## src/rtl/core/cdk_pkg.sv

```systemverilog
// Shared types, constants, tables and microprogram of the calendar date keeper.
package cdk_pkg;

	localparam int CDK_MAX_YEAR = 9999;
	localparam int CDK_MAX_ADD  = 65535;

	localparam int OPW = 2;
	localparam int YW  = 14;
	localparam int MW  = 4;
	localparam int DW  = 5;
	localparam int NW  = 16;
	localparam int DNW = 22;
	localparam int WKW = 3;
	localparam int TDW = NW + 1;

	localparam int DAYS_YEAR     = 365;
	localparam int RECIP100      = 5243;
	localparam int DIV100_SHIFT  = 19;
	localparam int P100W         = YW + 13;
	localparam int Q100W         = 8;
	localparam int R100W         = 7;
	localparam int R400W         = 9;
	localparam int BASEW         = YW + 9;

	typedef enum logic [OPW-1:0] {
		OP_LOAD = 2'd0,
		OP_SET  = 2'd1,
		OP_ADD  = 2'd2,
		OP_NONE = 2'd3
	} opcode_t;

	typedef enum logic [3:0] {
		DP_NOP,
		DP_LATCH,
		DP_DIV100,
		DP_MOD,
		DP_BASE,
		DP_SUM,
		DP_COMMIT_DATE,
		DP_ADD_INIT,
		DP_ADD_WALK,
		DP_COMMIT_ADD,
		DP_WD_Q,
		DP_WD_R,
		DP_EMIT
	} dp_op_t;

	typedef enum logic [3:0] {
		C_NEVER,
		C_ALWAYS,
		C_NO_WORD,
		C_IS_ADD,
		C_BAD_OP,
		C_DATE_REFUSED,
		C_ADD_REFUSED,
		C_WALKING,
		C_OVER,
		C_OUT_BUSY
	} cond_t;

	localparam int UAW = 4;
	typedef logic [UAW-1:0] uaddr_t;

	localparam uaddr_t UA_IDLE        = 4'd0;
	localparam uaddr_t UA_DISPATCH    = 4'd1;
	localparam uaddr_t UA_DIV100      = 4'd2;
	localparam uaddr_t UA_MOD         = 4'd3;
	localparam uaddr_t UA_BASE        = 4'd4;
	localparam uaddr_t UA_SUM         = 4'd5;
	localparam uaddr_t UA_DATE_CHECK  = 4'd6;
	localparam uaddr_t UA_COMMIT_DATE = 4'd7;
	localparam uaddr_t UA_ADD_INIT    = 4'd9;
	localparam uaddr_t UA_WALK        = 4'd10;
	localparam uaddr_t UA_ADD_CHECK   = 4'd11;
	localparam uaddr_t UA_COMMIT_ADD  = 4'd12;
	localparam uaddr_t UA_WD_Q        = 4'd13;
	localparam uaddr_t UA_WD_R        = 4'd14;
	localparam uaddr_t UA_EMIT        = 4'd15;

	typedef struct packed {
		dp_op_t op;
		cond_t  cond;
		uaddr_t target;
	} uword_t;

	typedef struct packed {
		logic no_word;
		logic is_add;
		logic bad_op;
		logic date_refused;
		logic add_refused;
		logic walking;
		logic over;
		logic out_busy;
	} seq_status_t;

	typedef struct packed {
		dp_op_t op;
		logic   idle;
	} seq_ctrl_t;

	// Branch taken goes to target, otherwise to the next address.
	// EMIT falls through by wrapping to IDLE.
	function automatic uword_t ucode(input uaddr_t a);
		uword_t w;
		begin
			unique case (a)
				UA_IDLE:        w = '{DP_LATCH,       C_NO_WORD,      UA_IDLE};
				UA_DISPATCH:    w = '{DP_NOP,         C_IS_ADD,       UA_ADD_INIT};
				UA_DIV100:      w = '{DP_DIV100,      C_BAD_OP,       UA_EMIT};
				UA_MOD:         w = '{DP_MOD,         C_NEVER,        UA_IDLE};
				UA_BASE:        w = '{DP_BASE,        C_NEVER,        UA_IDLE};
				UA_SUM:         w = '{DP_SUM,         C_NEVER,        UA_IDLE};
				UA_DATE_CHECK:  w = '{DP_NOP,         C_DATE_REFUSED, UA_EMIT};
				UA_COMMIT_DATE: w = '{DP_COMMIT_DATE, C_ALWAYS,       UA_WD_Q};
				UA_ADD_INIT:    w = '{DP_ADD_INIT,    C_ADD_REFUSED,  UA_EMIT};
				UA_WALK:        w = '{DP_ADD_WALK,    C_WALKING,      UA_WALK};
				UA_ADD_CHECK:   w = '{DP_NOP,         C_OVER,         UA_EMIT};
				UA_COMMIT_ADD:  w = '{DP_COMMIT_ADD,  C_NEVER,        UA_IDLE};
				UA_WD_Q:        w = '{DP_WD_Q,        C_NEVER,        UA_IDLE};
				UA_WD_R:        w = '{DP_WD_R,        C_NEVER,        UA_IDLE};
				UA_EMIT:        w = '{DP_EMIT,        C_OUT_BUSY,     UA_EMIT};
				default:        w = '{DP_NOP,         C_ALWAYS,       UA_IDLE};
			endcase
			return w;
		end
	endfunction

	function automatic logic [8:0] days_before(input logic [MW-1:0] m);
		logic [8:0] v;
		begin
			case (m)
				4'd0:    v = 9'd0;
				4'd1:    v = 9'd31;
				4'd2:    v = 9'd59;
				4'd3:    v = 9'd90;
				4'd4:    v = 9'd120;
				4'd5:    v = 9'd151;
				4'd6:    v = 9'd181;
				4'd7:    v = 9'd212;
				4'd8:    v = 9'd243;
				4'd9:    v = 9'd273;
				4'd10:   v = 9'd304;
				4'd11:   v = 9'd334;
				4'd12:   v = 9'd365;
				default: v = 9'd0;
			endcase
			return v;
		end
	endfunction

	// Zero for a month outside 1..12.
	function automatic logic [DW-1:0] month_len(input logic [MW-1:0] m, input logic leap);
		logic [DW-1:0] v;
		begin
			case (m)
				4'd1, 4'd3, 4'd5, 4'd7, 4'd8, 4'd10, 4'd12: v = 5'd31;
				4'd4, 4'd6, 4'd9, 4'd11:                    v = 5'd30;
				4'd2:    v = leap ? 5'd29 : 5'd28;
				default: v = 5'd0;
			endcase
			return v;
		end
	endfunction

endpackage

```

## src/rtl/core/cdk_useq.sv

```systemverilog
// Microcode sequencer: step counter, control store and branch select.
module cdk_useq
	import cdk_pkg::*;
(
	input  logic        clk,
	input  logic        arst_n,
	input  seq_status_t status,
	output seq_ctrl_t   ctrl
);

	uaddr_t upc_q;
	uaddr_t upc_next;
	uword_t uw;
	logic   hit;

	assign uw = ucode(upc_q);

	always_comb begin
		unique case (uw.cond)
			C_NEVER:        hit = 1'b0;
			C_ALWAYS:       hit = 1'b1;
			C_NO_WORD:      hit = status.no_word;
			C_IS_ADD:       hit = status.is_add;
			C_BAD_OP:       hit = status.bad_op;
			C_DATE_REFUSED: hit = status.date_refused;
			C_ADD_REFUSED:  hit = status.add_refused;
			C_WALKING:      hit = status.walking;
			C_OVER:         hit = status.over;
			C_OUT_BUSY:     hit = status.out_busy;
			default:        hit = 1'b0;
		endcase
	end

	always_comb begin
		upc_next = hit ? uw.target : upc_q + uaddr_t'(1);
	end

	always_ff @(posedge clk or negedge arst_n) begin
		if (!arst_n) begin
			upc_q <= UA_IDLE;
		end else begin
			upc_q <= upc_next;
		end
	end

	always_comb begin
		ctrl.op   = uw.op;
		ctrl.idle = (upc_q == UA_IDLE);
	end

endmodule

```

## src/rtl/core/calendar_date_keeper_core.sv

```systemverilog
// Calendar date keeper: microcoded datapath for date, day number and weekday.
// Load/set steps IDLE, DISPATCH, DIV100, MOD, BASE, SUM, DATE_CHECK, COMMIT_DATE,
// WD_Q, WD_R, EMIT; add steps ADD_INIT, WALK, ADD_CHECK, COMMIT_ADD, WD_Q, WD_R, EMIT;
// refused words go early to EMIT. Add walks one month per cycle in a single compare/subtract
// unit. One word in flight; next word accepted in the cycle after the result is registered.
// Reset: async active low; date 0001-01-01, day number 1, weekday 1, no result pending.
module calendar_date_keeper_core
	import cdk_pkg::*;
#(
	parameter int MAX_YEAR = CDK_MAX_YEAR
)
(
	input  logic           clk,
	input  logic           arst_n,
	input  logic           in_valid,
	output logic           in_stall,
	input  logic [OPW-1:0] opcode,
	input  logic [YW-1:0]  in_year,
	input  logic [MW-1:0]  in_month,
	input  logic [DW-1:0]  in_day,
	input  logic [NW-1:0]  add_count,
	output logic           out_valid,
	input  logic           out_stall,
	output logic           ok,
	output logic [YW-1:0]  cur_year,
	output logic [MW-1:0]  cur_month,
	output logic [DW-1:0]  cur_day,
	output logic [DNW-1:0] day_number,
	output logic [WKW-1:0] weekday
);

	localparam int DCW = $clog2(MAX_YEAR * 366 + 1);
	localparam int S7  = DCW + 3;
	localparam int PW7 = DCW + S7;
	localparam int unsigned M7 = ((1 << S7) + 6) / 7;
	localparam logic [YW-1:0] YEAR_TOP = YW'(MAX_YEAR);

	seq_ctrl_t   ctrl;
	seq_status_t status;

	// stored date
	logic [YW-1:0]    year_q;
	logic [MW-1:0]    month_q;
	logic [DW-1:0]    day_q;
	logic [DCW-1:0]   dc_q;
	logic [R100W-1:0] m100_q;
	logic [R400W-1:0] m400_q;
	logic [WKW-1:0]   wk_q;

	// latched word
	opcode_t        op_q;
	logic [YW-1:0]  iy_q;
	logic [MW-1:0]  im_q;
	logic [DW-1:0]  id_q;
	logic [NW-1:0]  n_q;

	// scratch
	logic [Q100W-1:0] q100_q;
	logic [R100W-1:0] r100_q;
	logic [R400W-1:0] r400_q;
	logic             legal_q;
	logic [DCW-1:0]   acc_q;
	logic [YW-1:0]    wy_q;
	logic [MW-1:0]    wm_q;
	logic [TDW-1:0]   td_q;
	logic [R100W-1:0] w100_q;
	logic [R400W-1:0] w400_q;
	logic             over_q;
	logic [DCW-1:0]   q7_q;
	logic             ok_q;

	// result word
	logic           out_valid_q;
	logic           ok_out_q;
	logic [YW-1:0]  year_out_q;
	logic [MW-1:0]  month_out_q;
	logic [DW-1:0]  day_out_q;
	logic [DNW-1:0] dn_out_q;
	logic [WKW-1:0] wk_out_q;

	logic             accept;
	logic             out_busy;
	logic [YW-1:0]    p;
	logic             in_leap;
	logic [DW-1:0]    in_len;
	logic             in_legal;
	logic [BASEW-1:0] base_prod;
	logic [P100W-1:0] prod100;
	logic [Q100W-1:0] q400;
	logic [Q100W-1:0] pd100;
	logic [Q100W-1:0] pd400;
	logic             w_leap;
	logic [DW-1:0]    w_len;
	logic [PW7-1:0]   prod7;

	cdk_useq u_useq (
		.clk    (clk),
		.arst_n (arst_n),
		.status (status),
		.ctrl   (ctrl)
	);

	assign in_stall = !ctrl.idle;
	assign accept   = in_valid && !in_stall;
	assign out_busy = out_valid_q && out_stall;

	always_comb begin
		p         = iy_q - YW'(1);
		prod100   = P100W'(iy_q) * P100W'(RECIP100);
		q400      = q100_q >> 2;
		pd100     = (r100_q == '0) ? q100_q - Q100W'(1) : q100_q;
		pd400     = (r400_q == '0) ? q400 - Q100W'(1) : q400;
		in_leap   = ((iy_q[1:0] == 2'b00) && (r100_q != '0)) || (r400_q == '0);
		in_len    = month_len(im_q, in_leap);
		in_legal  = (iy_q != '0) && (iy_q <= YEAR_TOP) && (in_len != '0) &&
			(id_q != '0) && (id_q <= in_len);
		base_prod = BASEW'(p) * BASEW'(DAYS_YEAR);
		w_leap    = ((wy_q[1:0] == 2'b00) && (w100_q != '0)) || (w400_q == '0);
		w_len     = month_len(wm_q, w_leap);
		prod7     = PW7'(dc_q) * PW7'(M7);
	end

	always_comb begin
		status.no_word      = !in_valid;
		status.is_add       = (op_q == OP_ADD);
		status.bad_op       = (op_q == OP_NONE);
		status.date_refused = !legal_q || ((op_q == OP_SET) && (acc_q <= dc_q));
		status.add_refused  = (n_q == '0) || (32'(n_q) > 32'(CDK_MAX_ADD));
		status.walking      = (td_q > TDW'(w_len)) && !over_q;
		status.over         = over_q;
		status.out_busy     = out_busy;
	end

	// stored date and result control
	always_ff @(posedge clk or negedge arst_n) begin
		if (!arst_n) begin
			year_q      <= YW'(1);
			month_q     <= MW'(1);
			day_q       <= DW'(1);
			dc_q        <= DCW'(1);
			m100_q      <= R100W'(1);
			m400_q      <= R400W'(1);
			wk_q        <= WKW'(1);
			ok_q        <= 1'b0;
			out_valid_q <= 1'b0;
		end else begin
			unique case (ctrl.op)
				DP_LATCH: begin
					if (accept) begin
						ok_q <= 1'b0;
					end
				end
				DP_COMMIT_DATE: begin
					year_q  <= iy_q;
					month_q <= im_q;
					day_q   <= id_q;
					dc_q    <= acc_q;
					m100_q  <= r100_q;
					m400_q  <= r400_q;
					ok_q    <= 1'b1;
				end
				DP_COMMIT_ADD: begin
					year_q  <= wy_q;
					month_q <= wm_q;
					day_q   <= DW'(td_q);
					dc_q    <= dc_q + DCW'(n_q);
					m100_q  <= w100_q;
					m400_q  <= w400_q;
					ok_q    <= 1'b1;
				end
				DP_WD_R: begin
					wk_q <= WKW'(dc_q - q7_q * DCW'(7));
				end
				default: begin
				end
			endcase
			if (ctrl.op == DP_EMIT && !out_busy) begin
				out_valid_q <= 1'b1;
			end else if (!out_stall) begin
				out_valid_q <= 1'b0;
			end
		end
	end

	// working registers
	always_ff @(posedge clk) begin
		unique case (ctrl.op)
			DP_LATCH: begin
				if (accept) begin
					op_q <= opcode_t'(opcode);
					iy_q <= in_year;
					im_q <= in_month;
					id_q <= in_day;
					n_q  <= add_count;
				end
			end
			DP_DIV100: begin
				q100_q <= Q100W'(prod100 >> DIV100_SHIFT);
			end
			DP_MOD: begin
				r100_q <= R100W'(iy_q - YW'(q100_q) * YW'(100));
				r400_q <= R400W'(iy_q - YW'(q400) * YW'(400));
			end
			DP_BASE: begin
				legal_q <= in_legal;
				acc_q   <= DCW'(base_prod) + DCW'(days_before(im_q - MW'(1))) + DCW'(id_q) +
					DCW'(in_leap && (im_q > MW'(2)));
			end
			DP_SUM: begin
				acc_q <= acc_q + DCW'(p >> 2) - DCW'(pd100) + DCW'(pd400);
			end
			DP_ADD_INIT: begin
				wy_q   <= year_q;
				wm_q   <= month_q;
				td_q   <= TDW'(day_q) + TDW'(n_q);
				w100_q <= m100_q;
				w400_q <= m400_q;
				over_q <= 1'b0;
			end
			DP_ADD_WALK: begin
				if (status.walking) begin
					td_q <= td_q - TDW'(w_len);
					if (wm_q == MW'(12)) begin
						wm_q <= MW'(1);
						if (wy_q == YEAR_TOP) begin
							over_q <= 1'b1;
						end else begin
							wy_q   <= wy_q + YW'(1);
							w100_q <= (w100_q == R100W'(99)) ? '0 : w100_q + R100W'(1);
							w400_q <= (w400_q == R400W'(399)) ? '0 : w400_q + R400W'(1);
						end
					end else begin
						wm_q <= wm_q + MW'(1);
					end
				end
			end
			DP_WD_Q: begin
				q7_q <= DCW'(prod7 >> S7);
			end
			DP_EMIT: begin
				if (!out_busy) begin
					ok_out_q    <= ok_q;
					year_out_q  <= year_q;
					month_out_q <= month_q;
					day_out_q   <= day_q;
					dn_out_q    <= DNW'(dc_q);
					wk_out_q    <= wk_q;
				end
			end
			default: begin
			end
		endcase
	end

	assign out_valid  = out_valid_q;
	assign ok         = ok_out_q;
	assign cur_year   = year_out_q;
	assign cur_month  = month_out_q;
	assign cur_day    = day_out_q;
	assign day_number = dn_out_q;
	assign weekday    = wk_out_q;

	a_one_in_flight: assert property (@(posedge clk) disable iff (!arst_n)
		accept |=> in_stall)
		else $error("word accepted while previous word still in flight");

	a_weekday_tracks: assert property (@(posedge clk) disable iff (!arst_n)
		ctrl.idle |-> (DCW'(wk_q) == dc_q % DCW'(7)))
		else $error("weekday out of step with day number");

	a_date_sane: assert property (@(posedge clk) disable iff (!arst_n)
		ctrl.idle |-> ((month_q >= MW'(1)) && (month_q <= MW'(12)) &&
			(day_q != '0) && (dc_q != '0)))
		else $error("stored date not legal");

endmodule
```

## config.mk

```make
export PLATFORM = sky130hd
export DESIGN_NAME = calendar_date_keeper_core
export DESIGN_NICKNAME = d
export VERILOG_FILES = /design/src/rtl/core/cdk_pkg.sv /design/src/rtl/core/cdk_useq.sv /design/src/rtl/core/calendar_date_keeper_core.sv
export SDC_FILE = /design/constraint.sdc
export NUM_CORES = 1
export LEC_CHECK = 0
export ABC_AREA = 1
export BUFFER_PORTS_ARGS = -buffer_cell sky130_fd_sc_hd__buf_2
export CORE_MARGIN = 5
export CORE_UTILIZATION = 40
export DETAILED_ROUTE_END_ITERATION = 8
export PLACE_DENSITY_LB_ADDON = 0.15
export RECOVER_POWER = 100
export SLEW_MARGIN = 20
export SYNTH_ARGS = -nofsm -noshare
export SYNTH_HDL_FRONTEND = slang
export SYNTH_HIERARCHICAL = 1
export SYNTH_SLANG_ARGS = --single-unit
```

## constraint.sdc

```tcl
create_clock -name clk -period 8.1 [get_ports clk]
set_input_delay 1.62 -clock clk [delete_from_list [all_inputs] [get_ports clk]]
set_output_delay 1.62 -clock clk [all_outputs]
set_load 0.03 [all_outputs]
```

-- After elaboration in Yosys (flattened, before gate mapping)
Memories as Yosys holds them, arrays and structs flattened.
Index checks and enable logic that the tools add are counted.
- bits in registers: 279
- latch bits: 0
- memory bits (writable): 0
- memory bits (read-only): 336
- word-level logic and storage cells: 215
- memories: 2
- memories (name ; words ; width ; rd ports ; clocked after Yosys merged registers in ; wr ports ; line ; text):
    (no name shown) ; 16 ; 12 ; 1 ; 0 ; 0 ; cdk_pkg.sv:107 ; unique case (a)
    (no name shown) ; 16 ; 9 ; 1 ; 0 ; 0 ; cdk_pkg.sv:132 ; case (m)
- $add $sub $neg: 21
- multipliers: 6
- divide/modulo/power cells: 0
- $lt $le $gt $ge: 5
- equal/unequal tests: 57
- shift operators: 0
- mux-type cells: 43
- bitwise gates (word level): 1
- reductions and logical operators: 47
- operator list (operator ; count):
    $pmux 22 s2 ; 2
    $eq 4x4->1 const B ; 17
    $eq 4x3->1 const B ; 16
    $pmux 14 s2 ; 2
    $mul 22x23->45 const B ; 1
    $mux 9 ; 5
    $mux 14 ; 3
    $pmux 9 s2 ; 2
    $pmux 17 s2 ; 1
    $eq 4x2->1 const B ; 8
    $pmux 5 s3 ; 2
    $mux 7 ; 4
    $pmux 7 s2 ; 2
    $mul 14x13->27 const B ; 1
    $add 22x1->22 ; 1
    $add 22x12->22 ; 1
    $add 22x16->22 ; 1
    $add 22x5->22 ; 1
    $add 22x8->22 ; 1
    $add 22x9->22 ; 1
    $le 22x22->1 ; 1
    $mul 14x9->22 const B ; 1
    $sub 22x8->22 ; 1
    $mul 20x3->3 const B ; 1
    53 further kinds ; 104

-- Logic depth before layout (Yosys ltp)
- depth after elaboration: 9
- gate-level depth with buffers: 32
- mapped depth without buffers: 32

-- Hierarchy
Netlist, hierarchy kept.
- modules (own cells, without submodules) (module ; times used ; cells an instance ; area an instance (µm²) ; seq. area each (µm²)):
    calendar_date_keeper_core ; 1 ; 3325 ; 28224.6 ; 7365.8
    cdk_useq ; 1 ; 110 ; 748.2 ; 100.1

-- Worst setup path before layout
No wires, ideal clock.
- path kind: in2reg
- start: input port in_valid
- end: register ok_q
- setup time: 336 ps
- arrival: 5906 ps
- required time: 7764 ps
- setup slack: 1858 ps
- cell stages on the path: 3
- path buffers: 0
- cell sequence: inv_1 > nor4_1 > o21ai_0
- longest elaborated chain between the ends: 3
- RTL lines (what ; line ; text):
    start: declaration ; calendar_date_keeper_core.sv:15 ; input logic in_valid,
    $logic_and 1x1->1 ; calendar_date_keeper_core.sv:104 ; assign accept = in_valid && !in_stall;
    $ne 2x2->1 (no source line) ; n/a ;
    $reduce_and 2->1 (no source line) ; n/a ;
    end signal: assignment ; calendar_date_keeper_core.sv:144 ; ok_q <= 1'b0;
    end signal: assignment ; calendar_date_keeper_core.sv:150 ; ok_q <= 1'b0;
    end signal: assignment ; calendar_date_keeper_core.sv:160 ; ok_q <= 1'b1;
    end: declaration ; calendar_date_keeper_core.sv:70 ; logic ok_q;
No other way between the ends.
A chain may end at the register's enable or synchronous reset.

==> results.ini <==
[synthesis]
async_flop_share_pct=26.9
synth_top_family_by_area=adder cells
synth_area_per_cell_sq_um=8.43
synth_top_area_cell=edfxtp_1
yosys_register_bits=260
synth_area_leaders=edfxtp_1 20%, ha_1 19%, fa_1 14%, nand2_1 9.4%, inv_1 9.0%
synthAdderAreaFrac_pct=33.5
synth.distinct_cells=62
muxShareOfSynthArea_pct=0.151
synth_edf_count=190
yosysSeqAreaShare_pct=25.8
synthXorXnorAreaFrac_pct=3.41
yosys.area_share.simple_pct=19.2
netlist_instances=3435
synth_fp_nets=4130
synth_top_area_share_pct=19.7
yosysWarningCount=6
synth-compound-area-share_pct=8.05
synth-main-ff-cell=edfxtp_1
synthesis.area_sq_um=29000

[route]
drc=0
dr.pass1.iters=5
viasPerCell=5.02
routed_wl_mm=81.0
ant_nets=0
first_iter_violations=1686
wl_per_cell_um=17.9
vias=22701

[clocking]
ctsResizeCount=0
clkSlewWorstSetupHoldPaths_ps=60
cts_buffer_depth=3
cts_buffers=36
cts_root_buf=clkbuf_16
cts_sinks=260
hold_buffers=0
worstSkewPairLatency_ps=570
cts_tree=built
cts-htree-levels=2
postCtsSetupBuffers=0

[sta]
slew_viol_final=336
maxSlewHeadroom_pct=-127
rsz0062_at_grt=no
finClkSkew_ps=26.0
final-setup-viol-count=0
tightest_slew_ps=3400
fmax_mhz=151
fin_crit_ps=6610
timing.setup.tns_ps=0
hold_viol_final=0
min_period_over_period_pct=81.6

[global_route]
grt_pass1_vias=22293
grt_pass1_wl_mm=128
track_usage_pct=20.7
grt_max_degree=56
antenna_found_initial=1
gr-total-overflow=0

[critical_path]
crit_slowest_cell=nor2_1
worstSetupPathType=register to register
path_cells=inv_1, ha_1, nand2_1, o21ai_0, o21ai_0, clkinv_1, nor2_1, inv_1, nor2_1, inv_2, clkbuf_1, o21ai_0, nand2_1, nand2_1
reg2regPathDepth=14
worstPathArrival_ps=7110
r2r_slack_ps=1490
path_max_fanout=44
worstSetupStartpointType=register
end_kind=register
slowest_delay_ps=2270
cp.required_ps=8600

[status]
status=complete, but fails checks
violations=max-capacitance violations, max-slew violations

[floorplan]
core_area_sq_um=71600
die_area_sq_um=77900
die_h_um=279
die_width_um=279
io_pins=96
initial_utilization_pct=40.5
rows=98

[cells_and_area]
nNetsFinal=4235
final_cell_mix=727 x nand2_1, 698 x inv_1, 442 x ha_1
final_layout_size_suffix_gt1_share_pct=4.01
nFillCells=7354
final_common_cell=nand2_1
area_growth_pct=8.68
stdcell_count=4519

[job]
drv_cap=11

[placement]
place_inst=4452
place.gp.congestion=0.910
port_buffers=95
dp_hpwl_mm=66.4

[hold_path]
whs_path_depth=0
min_path_type=register to register

## logic make-up (layout without fill, tap and decap cells)
| logic type | after synthesis | after routing |
|---|---|---|
| flip-flops | 260 | 260 |
| adder cells (fa/ha/maj) | 650 | 650 |
| AND/OR/NAND/NOR | 1272 | 1272 |
| XOR/XNOR | 112 | 112 |
| multiplexers | 4 | 4 |
| other | 0 | 1 |
| buffers and inverters | 745 | 878 |
| AO/OA/AOI/OAI | 392 | 392 |
## through the flow
stage	setup slack, ps	instance area (sq um)	hold slack [ps]	util (%)
CTS	1960	31700	458	44.3
global placement	2080	30500	433	42.6
global route	984	31500	473	44.0
detailed placement	2000	30500	452	42.6
floorplan	1860	29000	419	-
finish	1490	31500	465	44.0
## flip-flops by register name, indices dropped and copies added (netlist names), 8 cells and up
name	cells
cur_year	14
n_q	16
iy_q	14
day_number	22
year_q	14
m400_q	9
wy_q	14
q100_q	8
w400_q	9
acc_q	22
dc_q	22
td_q	17
## cell type report
cell class	count	area (sq um)	share of cell area [%]
diodes	1	2.50	0.00795
clock inverters	24	280	0.890
clock buffers	42	933	2.96
repair buffers	105	432	1.37
inverters	707	2660	8.44
multi-input cells	2430	18500	58.8
flip-flops and latches	260	7470	23.7
well taps	950	1190	3.77
## worst paths after layout
| check | startpoint | end |
|---|---|---|
| setup / recovery | u_useq/upc_q[0] | dc_q[11] |
| hold / removal | wk_q[1] | weekday[1] |
| setup reg to reg | u_useq/upc_q[0] | dc_q[11] |
| hold reg to reg | wk_q[1] | weekday[1] |
| max in group asynchronous | arst_n | year_q[11] |
| min in group asynchronous | arst_n | dc_q[11] |
## critical path: cells and delay by family, from the launching register on
kind	cells	cell delay, ps
buffers and inverters	5	1670
and+or+nand+nor	5	2730
DFF	1	510
adders and majority gates	1	390
AOI/OAI and AO/OA	3	1180
## routing by layer
layer  global-route usage (%)  wire (um)
met4                     3.77       1330
met5                        0          0
met1                     31.4      40300
met2                     31.5      34900
met3                     3.25       4430
## cell usage after synthesis (10+ instances only)
cell type  number
xor2_1         69
fa_1          208
edfxtp_1      190
a21o_1         13
inv_2          12
nor3_1         31
o221ai_2       10
xnor2_1        42
inv_1         693
o211ai_1       16
nand3_1       187
nand3b_1       11
dfrtp_1        63
nor2_1        197
nand2_1       725
o21ai_1        11
a21oi_1       140
nand4_1        56
nor4_1         12
buf_2          21
o21ai_0       132
o21bai_1       11
ha_1          442
o221ai_1       22
Power is left out: the tool's default activity adds up to more than one toggle a clock period on the data nets, which glitch-free logic cannot reach.
